<file path="config.mk">
export PLATFORM = sky130hd
export DESIGN_NAME = eth_ip_l4_header_extractor_unit
export DESIGN_NICKNAME = d
export VERILOG_FILES = /design/src/rtl/core/ehx_pkg.sv /design/src/rtl/core/eth_ip_l4_header_extractor_unit.sv /design/src/rtl/core/ehx_parser.sv
export SDC_FILE = /design/constraint.sdc
export NUM_CORES = 1
export LEC_CHECK = 0
export BUFFER_PORTS_ARGS = -buffer_cell sky130_fd_sc_hd__buf_2
export CAP_MARGIN = 10
export CORE_UTILIZATION = 56
export CTS_CLUSTER_DIAMETER = 30
export DETAILED_ROUTE_END_ITERATION = 8
export HOLD_SLACK_MARGIN = 0.03
export PLACE_DENSITY_LB_ADDON = 0.25
export SKIP_LAST_GASP = 1
export SLEW_MARGIN = 20
export SYNTH_ARGS = -nofsm -noshare
export SYNTH_HDL_FRONTEND = slang
export SYNTH_SLANG_ARGS = --single-unit
export TNS_END_PERCENT = 10
</file>
<file path="constraint.sdc">
create_clock -name aclk -period 35 [get_ports aclk]
set_input_delay 7 -clock aclk [delete_from_list [all_inputs] [get_ports aclk]]
set_output_delay 7 -clock aclk [all_outputs]
set_load 0.01 [all_outputs]
</file>
<file path="src/rtl/core/ehx_pkg.sv">
`timescale 1ns / 1ps
// Shared constants and the result record type of the Ethernet/IP/L4 header extractor.
// No dependencies.

package ehx_pkg;

    localparam logic [15:0] ETHERTYPE_IPV4 = 16'h0800;
    localparam logic [15:0] ETHERTYPE_IPV6 = 16'h86DD;
    localparam logic [7:0]  L4_PROTO_TCP   = 8'd6;
    localparam logic [7:0]  L4_PROTO_UDP   = 8'd17;

    localparam int DATA_W = 8;
    localparam int POS_W  = 16;

    // Minimum frame lengths for each header to be wholly present.
    localparam logic [POS_W-1:0] ETH_MIN_LEN      = 16'd14;
    localparam logic [POS_W-1:0] IPV4_MIN_LEN     = 16'd34;
    localparam logic [POS_W-1:0] IPV6_MIN_LEN     = 16'd54;
    localparam logic [POS_W-1:0] IPV4_TCP_MIN_LEN = 16'd54;
    localparam logic [POS_W-1:0] IPV4_UDP_MIN_LEN = 16'd42;
    localparam logic [POS_W-1:0] IPV6_TCP_MIN_LEN = 16'd74;
    localparam logic [POS_W-1:0] IPV6_UDP_MIN_LEN = 16'd62;
    localparam logic [POS_W-1:0] POS_MAX          = 16'hFFFF;

    // Packed so that dest_mac sits in the lowest bits and frame_length in the highest.
    typedef struct packed {
        logic [15:0] frame_length;
        logic [15:0] dest_port;
        logic [15:0] source_port;
        logic [63:0] dest_addr_low;
        logic [63:0] dest_addr_high;
        logic [63:0] source_addr_low;
        logic [63:0] source_addr_high;
        logic [7:0]  ip_protocol;
        logic [15:0] ether_type;
        logic [47:0] source_mac;
        logic [47:0] dest_mac;
    } ehx_record_t;

    localparam int RECORD_W = $bits(ehx_record_t);

endpackage

</file>
<file path="src/rtl/core/eth_ip_l4_header_extractor_unit.sv">
`timescale 1ns / 1ps
// Top level of the Ethernet/IPv4/IPv6/TCP/UDP header extractor.
// Depends on ehx_pkg and ehx_parser.
//
// Usage:
//   An Ethernet frame arrives on the slave channel one byte per item, in wire
//   order, with s_tlast high on the final byte. For every frame of at least
//   14 bytes one record item leaves on the master channel when the final byte
//   has been parsed; shorter frames produce no item. The record carries both
//   MAC addresses, the ethertype, the IP protocol, source and destination
//   addresses, TCP/UDP ports and the frame length (saturating at 65535).
//   Fields whose header is not wholly present in the frame read zero.
//
//   The final byte is captured into the input register; its record is
//   assembled combinationally from that register and the stored captures and
//   loaded into the record register, which drives m_tvalid and m_tdata.
//   Throughput is one byte per cycle while no final byte waits for the record
//   slot, set by the single registered pass of the capture logic between the
//   input register and the record register.
//
//   Reset (aresetn low, synchronous) empties both registers and restarts the
//   byte count, so the next byte is taken as the first of a new frame.
//   When the receiver stalls, the record holds in the output register; bytes
//   that do not end a frame keep flowing, and a final byte that yields a record
//   waits in the input register until the record slot frees up, holding s_tready low.

module eth_ip_l4_header_extractor_unit
    import ehx_pkg::*;
(
    input  logic                aclk,
    input  logic                aresetn,

    input  logic                s_tvalid,
    output logic                s_tready,
    input  logic [DATA_W-1:0]   s_tdata,   // [7:0] data_byte
    input  logic                s_tlast,   // last_byte

    output logic                m_tvalid,
    input  logic                m_tready,
    // From bit 0 up: dest_mac[48], source_mac[48], ether_type[16], ip_protocol[8],
    // source_addr_high[64], source_addr_low[64], dest_addr_high[64],
    // dest_addr_low[64], source_port[16], dest_port[16], frame_length[16].
    output logic [RECORD_W-1:0] m_tdata
);

    logic              in_valid_reg;
    logic [DATA_W-1:0] in_byte_reg;
    logic              in_last_reg;

    logic              out_valid_reg;
    ehx_record_t       rec_reg;

    ehx_record_t       rec;
    logic              rec_valid;
    logic              out_free;
    logic              step;
    logic              s_accept;

    // A byte leaves the input register unless it ends a frame that yields a
    // record and the record slot is still occupied.
    assign out_free = !out_valid_reg || m_tready;
    assign step     = in_valid_reg && (!rec_valid || out_free);
    assign s_tready = !in_valid_reg || step;
    assign s_accept = s_tvalid && s_tready;

    ehx_parser u_parser (
        .aclk      (aclk),
        .aresetn   (aresetn),
        .step      (step),
        .data_byte (in_byte_reg),
        .last_byte (in_last_reg),
        .rec       (rec),
        .rec_valid (rec_valid)
    );

    always_ff @(posedge aclk) begin
        if (!aresetn) begin
            in_valid_reg  <= 1'b0;
            out_valid_reg <= 1'b0;
        end else begin
            if (s_accept) begin
                in_valid_reg <= 1'b1;
            end else if (step) begin
                in_valid_reg <= 1'b0;
            end

            if (step && rec_valid) begin
                out_valid_reg <= 1'b1;
            end else if (m_tready) begin
                out_valid_reg <= 1'b0;
            end
        end
    end

    always_ff @(posedge aclk) begin
        if (s_accept) begin
            in_byte_reg <= s_tdata;
            in_last_reg <= s_tlast;
        end
        if (step && rec_valid) begin
            rec_reg <= rec;
        end
    end

    assign m_tvalid = out_valid_reg;
    assign m_tdata  = rec_reg;

endmodule

</file>
<file path="src/rtl/core/ehx_parser.sv">
`timescale 1ns / 1ps
// Byte position counter, header capture registers and record assembly.
// Depends on ehx_pkg.

module ehx_parser
    import ehx_pkg::*;
(
    input  logic              aclk,
    input  logic              aresetn,
    input  logic              step,
    input  logic [DATA_W-1:0] data_byte,
    input  logic              last_byte,
    output ehx_record_t       rec,
    output logic              rec_valid
);

    logic [POS_W-1:0] pos_reg, pos_next;
    logic [47:0]      dmac_reg, dmac_next;
    logic [47:0]      smac_reg, smac_next;
    logic [15:0]      type_reg, type_next;
    logic [7:0]       proto_reg, proto_next;
    logic [63:0]      addr0_reg, addr0_next;
    logic [63:0]      addr1_reg, addr1_next;
    logic [63:0]      addr2_reg, addr2_next;
    logic [63:0]      addr3_reg, addr3_next;
    logic [15:0]      port0_reg, port0_next;
    logic [15:0]      port1_reg, port1_next;

    logic [POS_W-1:0] len;
    logic             first;
    logic             is_v4;
    logic             is_v6;
    logic             ip_ok;
    logic             l4_ok;

    // Capture the current byte on top of the stored fields (cleared at a frame start).
    always_comb begin
        first      = (pos_reg == '0);
        dmac_next  = first ? '0 : dmac_reg;
        smac_next  = first ? '0 : smac_reg;
        type_next  = first ? '0 : type_reg;
        proto_next = first ? '0 : proto_reg;
        addr0_next = first ? '0 : addr0_reg;
        addr1_next = first ? '0 : addr1_reg;
        addr2_next = first ? '0 : addr2_reg;
        addr3_next = first ? '0 : addr3_reg;
        port0_next = first ? '0 : port0_reg;
        port1_next = first ? '0 : port1_reg;

        if (pos_reg < 16'd6) begin
            dmac_next = {dmac_next[39:0], data_byte};
        end else if (pos_reg < 16'd12) begin
            smac_next = {smac_next[39:0], data_byte};
        end else if (pos_reg < 16'd14) begin
            type_next = {type_next[7:0], data_byte};
        end else if (type_reg == ETHERTYPE_IPV4) begin
            if (pos_reg == 16'd23) begin
                proto_next = data_byte;
            end else if (pos_reg inside {[16'd26:16'd29]}) begin
                addr1_next = {addr1_next[55:0], data_byte};
            end else if (pos_reg inside {[16'd30:16'd33]}) begin
                addr3_next = {addr3_next[55:0], data_byte};
            end else if (pos_reg inside {[16'd34:16'd35]}) begin
                port0_next = {port0_next[7:0], data_byte};
            end else if (pos_reg inside {[16'd36:16'd37]}) begin
                port1_next = {port1_next[7:0], data_byte};
            end
        end else if (type_reg == ETHERTYPE_IPV6) begin
            if (pos_reg == 16'd20) begin
                proto_next = data_byte;
            end else if (pos_reg inside {[16'd22:16'd29]}) begin
                addr0_next = {addr0_next[55:0], data_byte};
            end else if (pos_reg inside {[16'd30:16'd37]}) begin
                addr1_next = {addr1_next[55:0], data_byte};
            end else if (pos_reg inside {[16'd38:16'd45]}) begin
                addr2_next = {addr2_next[55:0], data_byte};
            end else if (pos_reg inside {[16'd46:16'd53]}) begin
                addr3_next = {addr3_next[55:0], data_byte};
            end else if (pos_reg inside {[16'd54:16'd55]}) begin
                port0_next = {port0_next[7:0], data_byte};
            end else if (pos_reg inside {[16'd56:16'd57]}) begin
                port1_next = {port1_next[7:0], data_byte};
            end
        end

        len      = (pos_reg == POS_MAX) ? POS_MAX : pos_reg + 16'd1;
        pos_next = last_byte ? '0 : len;
    end

    // Record assembly from the updated captures.
    always_comb begin
        is_v4 = (type_next == ETHERTYPE_IPV4) && (len >= IPV4_MIN_LEN);
        is_v6 = (type_next == ETHERTYPE_IPV6) && (len >= IPV6_MIN_LEN);
        ip_ok = is_v4 || is_v6;
        l4_ok = 1'b0;
        if (is_v4) begin
            l4_ok = ((proto_next == L4_PROTO_TCP) && (len >= IPV4_TCP_MIN_LEN)) ||
                    ((proto_next == L4_PROTO_UDP) && (len >= IPV4_UDP_MIN_LEN));
        end else if (is_v6) begin
            l4_ok = ((proto_next == L4_PROTO_TCP) && (len >= IPV6_TCP_MIN_LEN)) ||
                    ((proto_next == L4_PROTO_UDP) && (len >= IPV6_UDP_MIN_LEN));
        end

        rec_valid            = last_byte && (len >= ETH_MIN_LEN);
        rec                  = '0;
        rec.dest_mac         = dmac_next;
        rec.source_mac       = smac_next;
        rec.ether_type       = type_next;
        rec.frame_length     = len;
        rec.ip_protocol      = ip_ok ? proto_next : '0;
        rec.source_addr_high = is_v6 ? addr0_next : '0;
        rec.dest_addr_high   = is_v6 ? addr2_next : '0;
        if (is_v6) begin
            rec.source_addr_low = addr1_next;
            rec.dest_addr_low   = addr3_next;
        end else if (is_v4) begin
            rec.source_addr_low = {32'd0, addr1_next[31:0]};
            rec.dest_addr_low   = {32'd0, addr3_next[31:0]};
        end
        rec.source_port = l4_ok ? port0_next : '0;
        rec.dest_port   = l4_ok ? port1_next : '0;
    end

    always_ff @(posedge aclk) begin
        if (!aresetn) begin
            pos_reg <= '0;
        end else if (step) begin
            pos_reg <= pos_next;
        end
    end

    always_ff @(posedge aclk) begin
        if (step) begin
            dmac_reg  <= dmac_next;
            smac_reg  <= smac_next;
            type_reg  <= type_next;
            proto_reg <= proto_next;
            addr0_reg <= addr0_next;
            addr1_reg <= addr1_next;
            addr2_reg <= addr2_next;
            addr3_reg <= addr3_next;
            port0_reg <= port0_next;
            port1_reg <= port1_next;
        end
    end

endmodule
</file>
======== After elaboration in Yosys (flattened, before gate mapping) ========
Cells that the tools add are included.
Widths: inputs -> output; s select.
cells by class
  add/sub/neg operators ................... 1
  $mul .................................... 0
  div/mod/pow operators ................... 0
  $lt $le $gt $ge ......................... 26
  eq/ne operators ......................... 9
  shift-type cells ........................ 0
  multiplexer cells ....................... 106
  bitwise operators ....................... 0
  reduce and logical (&&, ||, !) cells .... 32
operators by type and width
  cell                   number
  $mux 64                45
  $mux 16                40
  $mux 48                5
  $ge 16x6->1 const B    10
  $le 16x6->1 const B    7
  $mux 32                2
  $mux 8                 8
  $eq 16x16->1 const B   3
  $ge 16x5->1 const B    3
  $eq 16x12->1 const B   2
  $eq 16x5->1 const B    2
  $lt 16x4->1 const B    2
  $logic_and 1x1->1      20
  $add 16x1->16 const B  1
  $ge 16x4->1 const B    1
  $ge 16x7->1 const B    1
  $le 16x5->1 const B    1
  $logic_not 16->1       1
  $lt 16x3->1 const B    1
  $eq 8x3->1 const B     1
  $eq 8x5->1 const B     1
  $logic_or 1x1->1       6
  $mux 1                 6
  $reduce_bool 2->1      2
  $logic_not 1->1        3
word-level totals
  flip-flop bits (word level) ............. 859
  latch bits .............................. 0
  RAM bits ................................ 0
  memory bits (read-only) ................. 0
  input bits .............................. 13
  word-level logic and storage cells ...... 200
  memories kept ........................... 0

======== Depth between registers and ports, before layout ========
Gate-level depths: netlist of run 1.
  depth in word-level cells ............... 14
  mapped depth ............................ 13
  mapped depth without buffers ............ 10

======== Modules after synthesis ========
Synthesis of run 1 repeated with hierarchy kept, for this count alone.
unflattened totals
  cell total of the unflattened synthesis .. 2613
  area, all modules ....................... 35506.6 µm²
by module, submodules not included
  module                           instances  cells each  area each (µm²)  sequential area each (µm²)
  ehx_parser                       1          2168        22386.5          12572.1
  eth_ip_l4_header_extractor_unit  1          445         13120.1          13042.5

======== Worst setup path before layout of run 1 ========
Ideal clock, no wire load.
  kind .................................... input-to-reg
  start ................................... in m_tready
  end ..................................... reg rec_reg (netlist bit m_tdata[0]) (enable)
  library setup time ...................... 1.220 ns
  arrival time ............................ 24.534 ns
  required time ........................... 33.780 ns
  path slack .............................. 9.246 ns
  stages on the path ...................... 2
  buffers on the path ..................... 0
  cells stage by stage .................... nor2b_1 > nor2_1
on the way
  cells in the longest elaborated chain, start to end .. 4
RTL lines
  element               RTL line                                RTL
  from (decl)           eth_ip_l4_header_extractor_unit.sv:39   input logic m_tready,
  $logic_or 1x1->1      eth_ip_l4_header_extractor_unit.sv:61   assign out_free = !out_valid_reg || m_tready;
  $logic_or 1x1->1      eth_ip_l4_header_extractor_unit.sv:62   assign step = in_valid_reg && (!rec_valid || out_free);
  $logic_and 1x1->1     eth_ip_l4_header_extractor_unit.sv:62
  $logic_and 1x1->1     eth_ip_l4_header_extractor_unit.sv:100  if (step && rec_valid) begin
  to (signal assigned)  eth_ip_l4_header_extractor_unit.sv:101  rec_reg <= rec;
  to (decl)             eth_ip_l4_header_extractor_unit.sv:51   ehx_record_t rec_reg;
No other way between the ends.
A chain may end at the register's enable or synchronous reset.

======== Worst setup path after layout of run 1 ========
  start ................................... in m_tready
  end ..................................... out s_tready
on the way
  cells in the longest elaborated chain, start to end .. 4
RTL lines
  element            RTL line                               RTL
  $logic_or 1x1->1   eth_ip_l4_header_extractor_unit.sv:61
  $logic_or 1x1->1   eth_ip_l4_header_extractor_unit.sv:62
  $logic_and 1x1->1  eth_ip_l4_header_extractor_unit.sv:62
  $logic_or 1x1->1   eth_ip_l4_header_extractor_unit.sv:63  assign s_tready = !in_valid_reg || step;
  to (decl)          eth_ip_l4_header_extractor_unit.sv:34  output logic s_tready,
No other way between the ends.

==> results of run 1 <==
-- Yosys cell counts, types with 4 or more instances --
cell | instances | area share, %
xnor2_1 | 5 | 0.12
or4_1 | 5 | 0.11
dfxtp_1 | 18 | 1.0
buf_1 | 9 | 0.095
and3_1 | 5 | 0.088
a21boi_2 | 30 | 0.95
a22o_1 | 20 | 0.49
inv_1 | 16 | 0.17
or3_1 | 4 | 0.071
nor4_1 | 8 | 0.14
o21ai_1 | 4 | 0.056
o21a_1 | 36 | 0.76
nor2b_1 | 11 | 0.19
mux2i_1 | 210 | 5.9
or2_2 | 58 | 1.0
a21oi_1 | 39 | 0.55
nor2_1 | 380 | 4.0
buf_2 | 43 | 0.61
mux2_2 | 4 | 0.13
nand3_1 | 36 | 0.51
clkbuf_1 | 120 | 1.3
and2_1 | 27 | 0.48
o21ai_0 | 154 | 2.2
nand2b_1 | 7 | 0.12
a22oi_1 | 13 | 0.28
nor4_2 | 5 | 0.18
nand2_1 | 261 | 2.8
o22ai_1 | 4 | 0.071
nand3b_1 | 10 | 0.21
nor3_1 | 130 | 1.8
edfxtp_1 | 841 | 71
buf_4 | 11 | 0.23
xor2_1 | 4 | 0.099
buf_6 | 7 | 0.22
nand4_1 | 10 | 0.18
a32o_1 | 4 | 0.11
-- final cells by class --
class / instances / area share (%)
Timing Repair Buffer: 476 / 5.799
Inverter: 16 / 0.1559
Clock inverter: 100 / 2.823
Clock buffer: 173 / 8.906
Multi-Input combinational cell: 1535 / 20.80
Sequential cell: 859 / 59.10
Tap cell: 837 / 2.416
-- cell families after synthesis --
logic type	count (synthesis)	share of synthesized area (%)
AND/OR/NAND/NOR	976	12.50
flip-flops	859	72.24
AO/OA/AOI/OAI	333	6.278
multiplexers	214	6.055
buffers and inverters	206	2.597
XOR/XNOR	9	0.2223
adder cells (fa/ha/maj)	3	0.1059
-- worst min path at each step --
stage / to / from / depth (start not counted)
5_1_grt: m_tvalid / m_tvalid / 2
6_report: m_tvalid / m_tvalid / 2
2_1_floorplan: m_tdata[40] / u_parser.dmac_reg[40] / 2
4_1_cts: m_tvalid / m_tvalid / 2
3_5_place_dp: m_tvalid / m_tvalid / 2
3_3_place_gp: m_tvalid / m_tvalid / 2
-- report_power, final --
part / internal [W] / total [W] / switching (W) / leakage (nW)
combinational: 0.00000652 / 0.0000418 / 0.0000353 / 3.55
clock: 0.000944 / 0.00144 / 0.000499 / 2.44
sequential: 0.00113 / 0.00113 / 0.00000456 / 7.99
total: 0.00208 / 0.00262 / 0.000539 / 14.0
-- routing by layer --
metal	vias to the layer above	global-route usage (%)	wire length, um
li1	10454	-	-
met1	11214	34.34	34660
met2	960	40.99	41060
met3	150	8.112	7391
met4	0	10.50	2452
met5	-	0	0
-- worst max-delay path, stage by stage --
cell and delay (ns):
buf_2 0.10, nand2b_1 0.14, or2_2 0.32, buf_2 0.15
-- through the flow --
step                      total power (W)  utilization [%]  setup slack [ns]  cell area [sq um]
final                            0.002619            69.72             20.28              43340
after global routing             0.002688            69.72             20.24              43340
after CTS                        0.002636            69.67             20.28              43310
after detailed placement         0.001195            61.49             20.30              38230
after global placement           0.001193            61.49             20.28              38230
after floorplan                  0.001185                -             9.246              35460
-- placed cells by master, fill, tap and decap left out, drive strengths merged, types with 18 or more instances in the layout --
cell type / instances
clkbuf: 173
a21oi: 41
nand3: 36
nor2: 381
o21a: 36
bufinv: 20
or2: 58
mux2i: 210
and2: 27
dfxtp: 18
a22o: 20
o21ai: 158
edfxtp: 841
clkinv: 51
nor3: 133
nand2: 261
buf: 476
a21boi: 33
inv: 29
==> impl_metrics.py, run 1 <==
metrics = {
    "status": {
        "outcome": "finished clean",
    },
    "sta": {
        "hold_viol_final": 0,
        "rsz0062_at_grt": "no",
        "slew_headroom_pct": 25.99,
        "fin_worst_skew_ns": 0.02997,
        "max_freq_mhz": 67.95,
        "whs_ns": 0.5182,
        "slew_viol_final": 0,
        "tightest_slew_ns": 1.110,
        "min_period_ns": 14.72,
        "fin_crit_sh_pct": 42.05,
        "finalSetupTns_ns": 0,
        "setup_violations": 0,
    },
    "worst_setup_path": {
        "worstRegToRegCells": 11,
        "critPathCapture": "s_tready",
        "reg2reg_slack_ns": 29.25,
        "end_kind": "output pin",
        "crit_start": "m_tready",
        "critPathLaunchType": "input pin",
        "cp_max_fo": 3,
        "worstPathArrival_ns": 7.72,
        "reg2reg_to": "u_parser.addr3_reg[61]",
        "r2r_start": "u_parser.pos_reg[1]",
        "criticalPathCategory": "input pin to output pin",
        "required_ns": 28.00,
    },
    "drt": {
        "drc_errors": 0,
        "first_iter_violations": 2241,
        "drt-total-wl_mm": 85.56,
        "avgRoutedWirePerCell_um": 21.41,
        "ant_nets": 0,
        "firstDrtPassIters": 6,
        "vias": 22778,
        "viasPerCell": 5.700,
    },
    "cts": {
        "post_cts_resized": 0,
        "cts_tree": "yes",
        "postCtsSetupRepairBufs": 0,
        "clk_latency_ns": 0.72,
        "clockBufferDepth": 3,
        "cts_hold_buffers": 0,
        "cts_sinks": 859,
        "numCtsBuffers": 147,
        "path_clk_slew_ns": 0.04,
        "clock_tree.root_cell": "clkbuf_16",
        "cts-htree-levels": 4,
    },
    "finish": {
        "regArea_sq_um": 25610,
        "fill_cells": 4218,
        "largest_register_ffs": 424,
        "synthToLayoutAreaGrowth_pct": 22.24,
        "fin_cells": 3996,
        "n_antenna_cell": 0,
        "multi_input_area_sq_um": 9016,
        "drive_gt1_share_pct": 26.46,
        "fin_nets": 3051,
    },
    "grt": {
        "grtUsageTotal_pct": 26.23,
        "overflow": 0,
        "grt_pass1_wl_mm": 127.9,
        "antenna_found_initial": 1,
        "first_global_vias": 22304,
        "grt_max_degree": 170,
    },
    "die": {
        "dieArea_sq_um": 64330,
        "die_h_um": 253.6,
        "dieWidth_um": 253.6,
        "initial_core_util_pct": 57.04,
        "io_pins": 439,
        "coreArea_sq_um": 62170,
        "std_cell_rows": 91,
    },
    "place": {
        "dp_hpwl_mm": 51.62,
        "dp_cells": 3722,
        "numPortBuffers": 438,
        "gp_congestion": 0.8823,
    },
    "synth": {
        "netlist_instances": 2600,
        "synth_edf_count": 841,
        "synth_seq_cells": 859,
        "yosys_warnings": 0,
        "syn_avg_cell_area_sq_um": 13.64,
        "yosysSeqAreaShare_pct": 72.24,
        "synth_area_sq_um": 35460,
        "async_reset_ff_share_pct": 0,
        "synth.distinct_cells": 68,
        "ys.flop_type": "edfxtp_1",
        "syn_nets": 2616,
    },
    "pwr": {
        "max-vdd-ir-drop_mv": 0.04434,
        "power.leakage_nw": 13.97,
        "power_density_nw_per_um2": 60.44,
    },
    "worst_hold_path": {
        "hold_class": "flip-flop to flip-flop",
    },
    "run": {
        "max_cap_violations": 0,
    },
}
Note: power is estimated with default switching activity, not from simulation.
==> run 2, diff against run 1 <==
ABC_AREA = 1   (was default)
clock period = 14.55 ns   (was 35 ns; I/O delays follow)
==> run 2 against run 1 <==
- clock power rose to 2.6 times the previous value
- synthesized cell count up 52%
- die area up 10%
- combinational power rose to 16 times the previous value
- largest cell class unchanged
- non-clock buffer count down 6
- sequential power rose to 2.6 times the previous value
- design area up 9.6%
==> impl_metrics.py, run 2 <==
metrics = {
    "status": {
        "outcome": "finished clean",
    },
    "cts": {
        "cts_hold_buffers": 0,
        "cts_sinks": 859,
        "clock_tree.root_cell": "clkbuf_16",
        "clockBufferDepth": 3,
        "cts_tree": "yes",
        "clk_latency_ns": 0.73,
        "cts-htree-levels": 4,
        "post_cts_resized": 0,
        "postCtsSetupRepairBufs": 0,
        "numCtsBuffers": 160,
        "path_clk_slew_ns": 0.04,
    },
    "synth": {
        "async_reset_ff_share_pct": 0,
        "synth_edf_count": 841,
        "syn_avg_cell_area_sq_um": 9.878,
        "synth_most_common_cell": "nand2_1",
        "netlist_top_cells_count": "nand2_1 (1041), edfxtp_1 (841), inv_1 (503)",
        "synth_seq_cells": 859,
        "yosysSeqAreaShare_pct": 65.43,
        "synth.distinct_cells": 46,
        "syn_nets": 3979,
        "yosysTopAreaCell": "edfxtp_1",
        "ys.flop_type": "edfxtp_1",
        "yosys-top-cells-area": "edfxtp_1 (65%), nand2_1 (10%), inv_1 (4.8%)",
        "synth_area_sq_um": 39150,
        "netlist_instances": 3963,
        "yosys_warnings": 0,
        "synth_top_area_share_pct": 64.51,
    },
    "sta": {
        "slew_viol_final": 0,
        "setup_violations": 0,
        "max_freq_mhz": 154.3,
        "setup_slack_ns": 8.069,
        "tightest_slew_ns": 1.137,
        "slew_headroom_pct": 24.05,
        "finalSetupTns_ns": 0,
        "hold_viol_final": 0,
        "rsz0062_at_grt": "no",
        "min_period_ns": 6.481,
        "fin_worst_skew_ns": 0.05154,
        "fin_crit_sh_pct": 44.55,
    },
    "die": {
        "std_cell_rows": 96,
        "io_pins": 439,
        "die_h_um": 266.4,
        "dieArea_sq_um": 70970,
        "initial_core_util_pct": 56.88,
        "coreArea_sq_um": 68830,
        "dieWidth_um": 266.4,
    },
    "drt": {
        "viasPerCell": 5.490,
        "drt-total-wl_mm": 105.9,
        "first_iter_violations": 3407,
        "vias": 29928,
        "ant_nets": 0,
        "avgRoutedWirePerCell_um": 19.43,
        "drc_errors": 0,
        "firstDrtPassIters": 9,
    },
    "worst_setup_path": {
        "slowest_stage": "nor2_1",
        "cp_max_fo": 3,
        "crit_buf_inv": 2,
        "criticalPathCategory": "input pin to output pin",
        "cpPeakStageDelay_ns": 0.19,
        "worstPathArrival_ns": 3.57,
        "end_kind": "output pin",
        "worst_path_dominant_cell_family": "simple AND/OR/NAND/NOR gates",
        "cp_cell_sequence": "buf_2 > nor2_1 > nand4_1 > buf_2",
        "crit_top_cell": "buf_2",
        "required_ns": 11.64,
        "critPathLaunchType": "input pin",
    },
    "grt": {
        "grt_max_degree": 237,
        "first_global_vias": 27630,
        "antenna_found_initial": 5,
        "overflow": 0,
        "grtUsageTotal_pct": 29.38,
        "grt_pass1_wl_mm": 159.2,
    },
    "pwr": {
        "pwr-share-comb_pct": 8.9,
        "p_seq_share_pct": 39.8,
        "intPower_w": 0.005591,
        "power_density_nw_per_um2": 156.2,
        "max-vdd-ir-drop_mv": 0.1031,
        "switching_share_pct": 24.67,
        "power.leakage_nw": 20.59,
        "p_clk_share_pct": 51.3,
        "power_switching_w": 0.001831,
    },
    "finish": {
        "fill_cells": 5014,
        "synthToLayoutAreaGrowth_pct": 21.40,
        "largest_register_ffs": 424,
        "drive_gt1_share_pct": 17.67,
        "fin_util_pct": 69.05,
        "fin_nets": 4396,
        "postLayoutCellArea_sq_um": 47520,
        "final_cell_mix": "nand2_1 (1039), edfxtp_1 (841), inv_1 (502), buf_2 (438), nor2_1 (394)",
        "final_common_cell": "nand2_1",
    },
    "run": {
        "max_cap_violations": 0,
    },
    "place": {
        "dp_hpwl_mm": 66.15,
        "dpl_worst_slack_ns": 8.081,
        "placed_cell_area_sq_um": 41860,
        "numPortBuffers": 438,
        "gp_congestion": 0.9011,
    },
    "worst_hold_path": {
        "hold_class": "flip-flop to flip-flop",
    },
}
[run 2: logic make-up after synthesis]
family	Yosys count	synth area share (%)
xor gates and xnor gates	4	0.08951
AOI/OAI and AO/OA	635	8.914
adders and majority gates	3	0.09590
buffers and inverters	733	7.463
and+or+nand+nor	1729	18.00
DFF	859	65.43
[run 2: area by class of cell]
type	count	area (sq um)	share of cell area [%]
flip-flops and latches	859	25610	53.90
multi-input cells	2371	10660	22.44
clock buffers	182	4150	8.733
repair buffers	470	2477	5.213
inverters	518	1967	4.139
clock inverters	116	1476	3.107
well taps	931	1165	2.451
diodes	4	10.01	0.02106
[run 2: per-layer routing]
layer  vias to the layer above  track usage [%]  routed length (um)
met3                       193            6.532                8727
met1                     14159            40.17               43880
met5                         -                0                  34
li1                      14214                -                   -
met2                      1358            46.04               49910
met4                         4            11.18                3348
[run 2: worst paths after layout]
path,startpoint,to,slack (ns),depth (start not counted)
setup / recovery,m_tready,s_tready,8.07,4
hold / removal,u_parser.pos_reg[8],u_parser.pos_reg[8],0.53,2
setup reg to reg,u_parser.pos_reg[2],m_tdata[226],9.04,14
hold reg to reg,u_parser.pos_reg[8],u_parser.pos_reg[8],0.53,2
[run 2: power by group through the flow]
stage / Combinational, W / Clock [W] / Sequential [W]
2_1_floorplan: 0.000418 / 0 / 0.00305
3_3_place_gp: 0.000627 / 0 / 0.00300
3_5_place_dp: 0.000642 / 0 / 0.00300
4_1_cts: 0.000650 / 0.00384 / 0.00295
5_1_grt: 0.000735 / 0.00396 / 0.00296
6_report: 0.000659 / 0.00381 / 0.00295
[run 2: per-stage QoR]
step | cells | total power (W) | hold WS, ns
after floorplan | 3963 | 0.003466 | 0.4949
after global placement | 5148 | 0.003624 | 0.5200
after detailed placement | 5148 | 0.003639 | 0.5211
after CTS | 5446 | 0.007446 | 0.5316
after global routing | 5447 | 0.007658 | 0.5626
final | 5451 | 0.007422 | 0.5336
[run 2: tightest hold or removal path, delay by kind of cell, from the launching register on]
kind,cells,cell delay [ns]
flip-flops,1,0.34
AND/OR/NAND/NOR,2,0.15
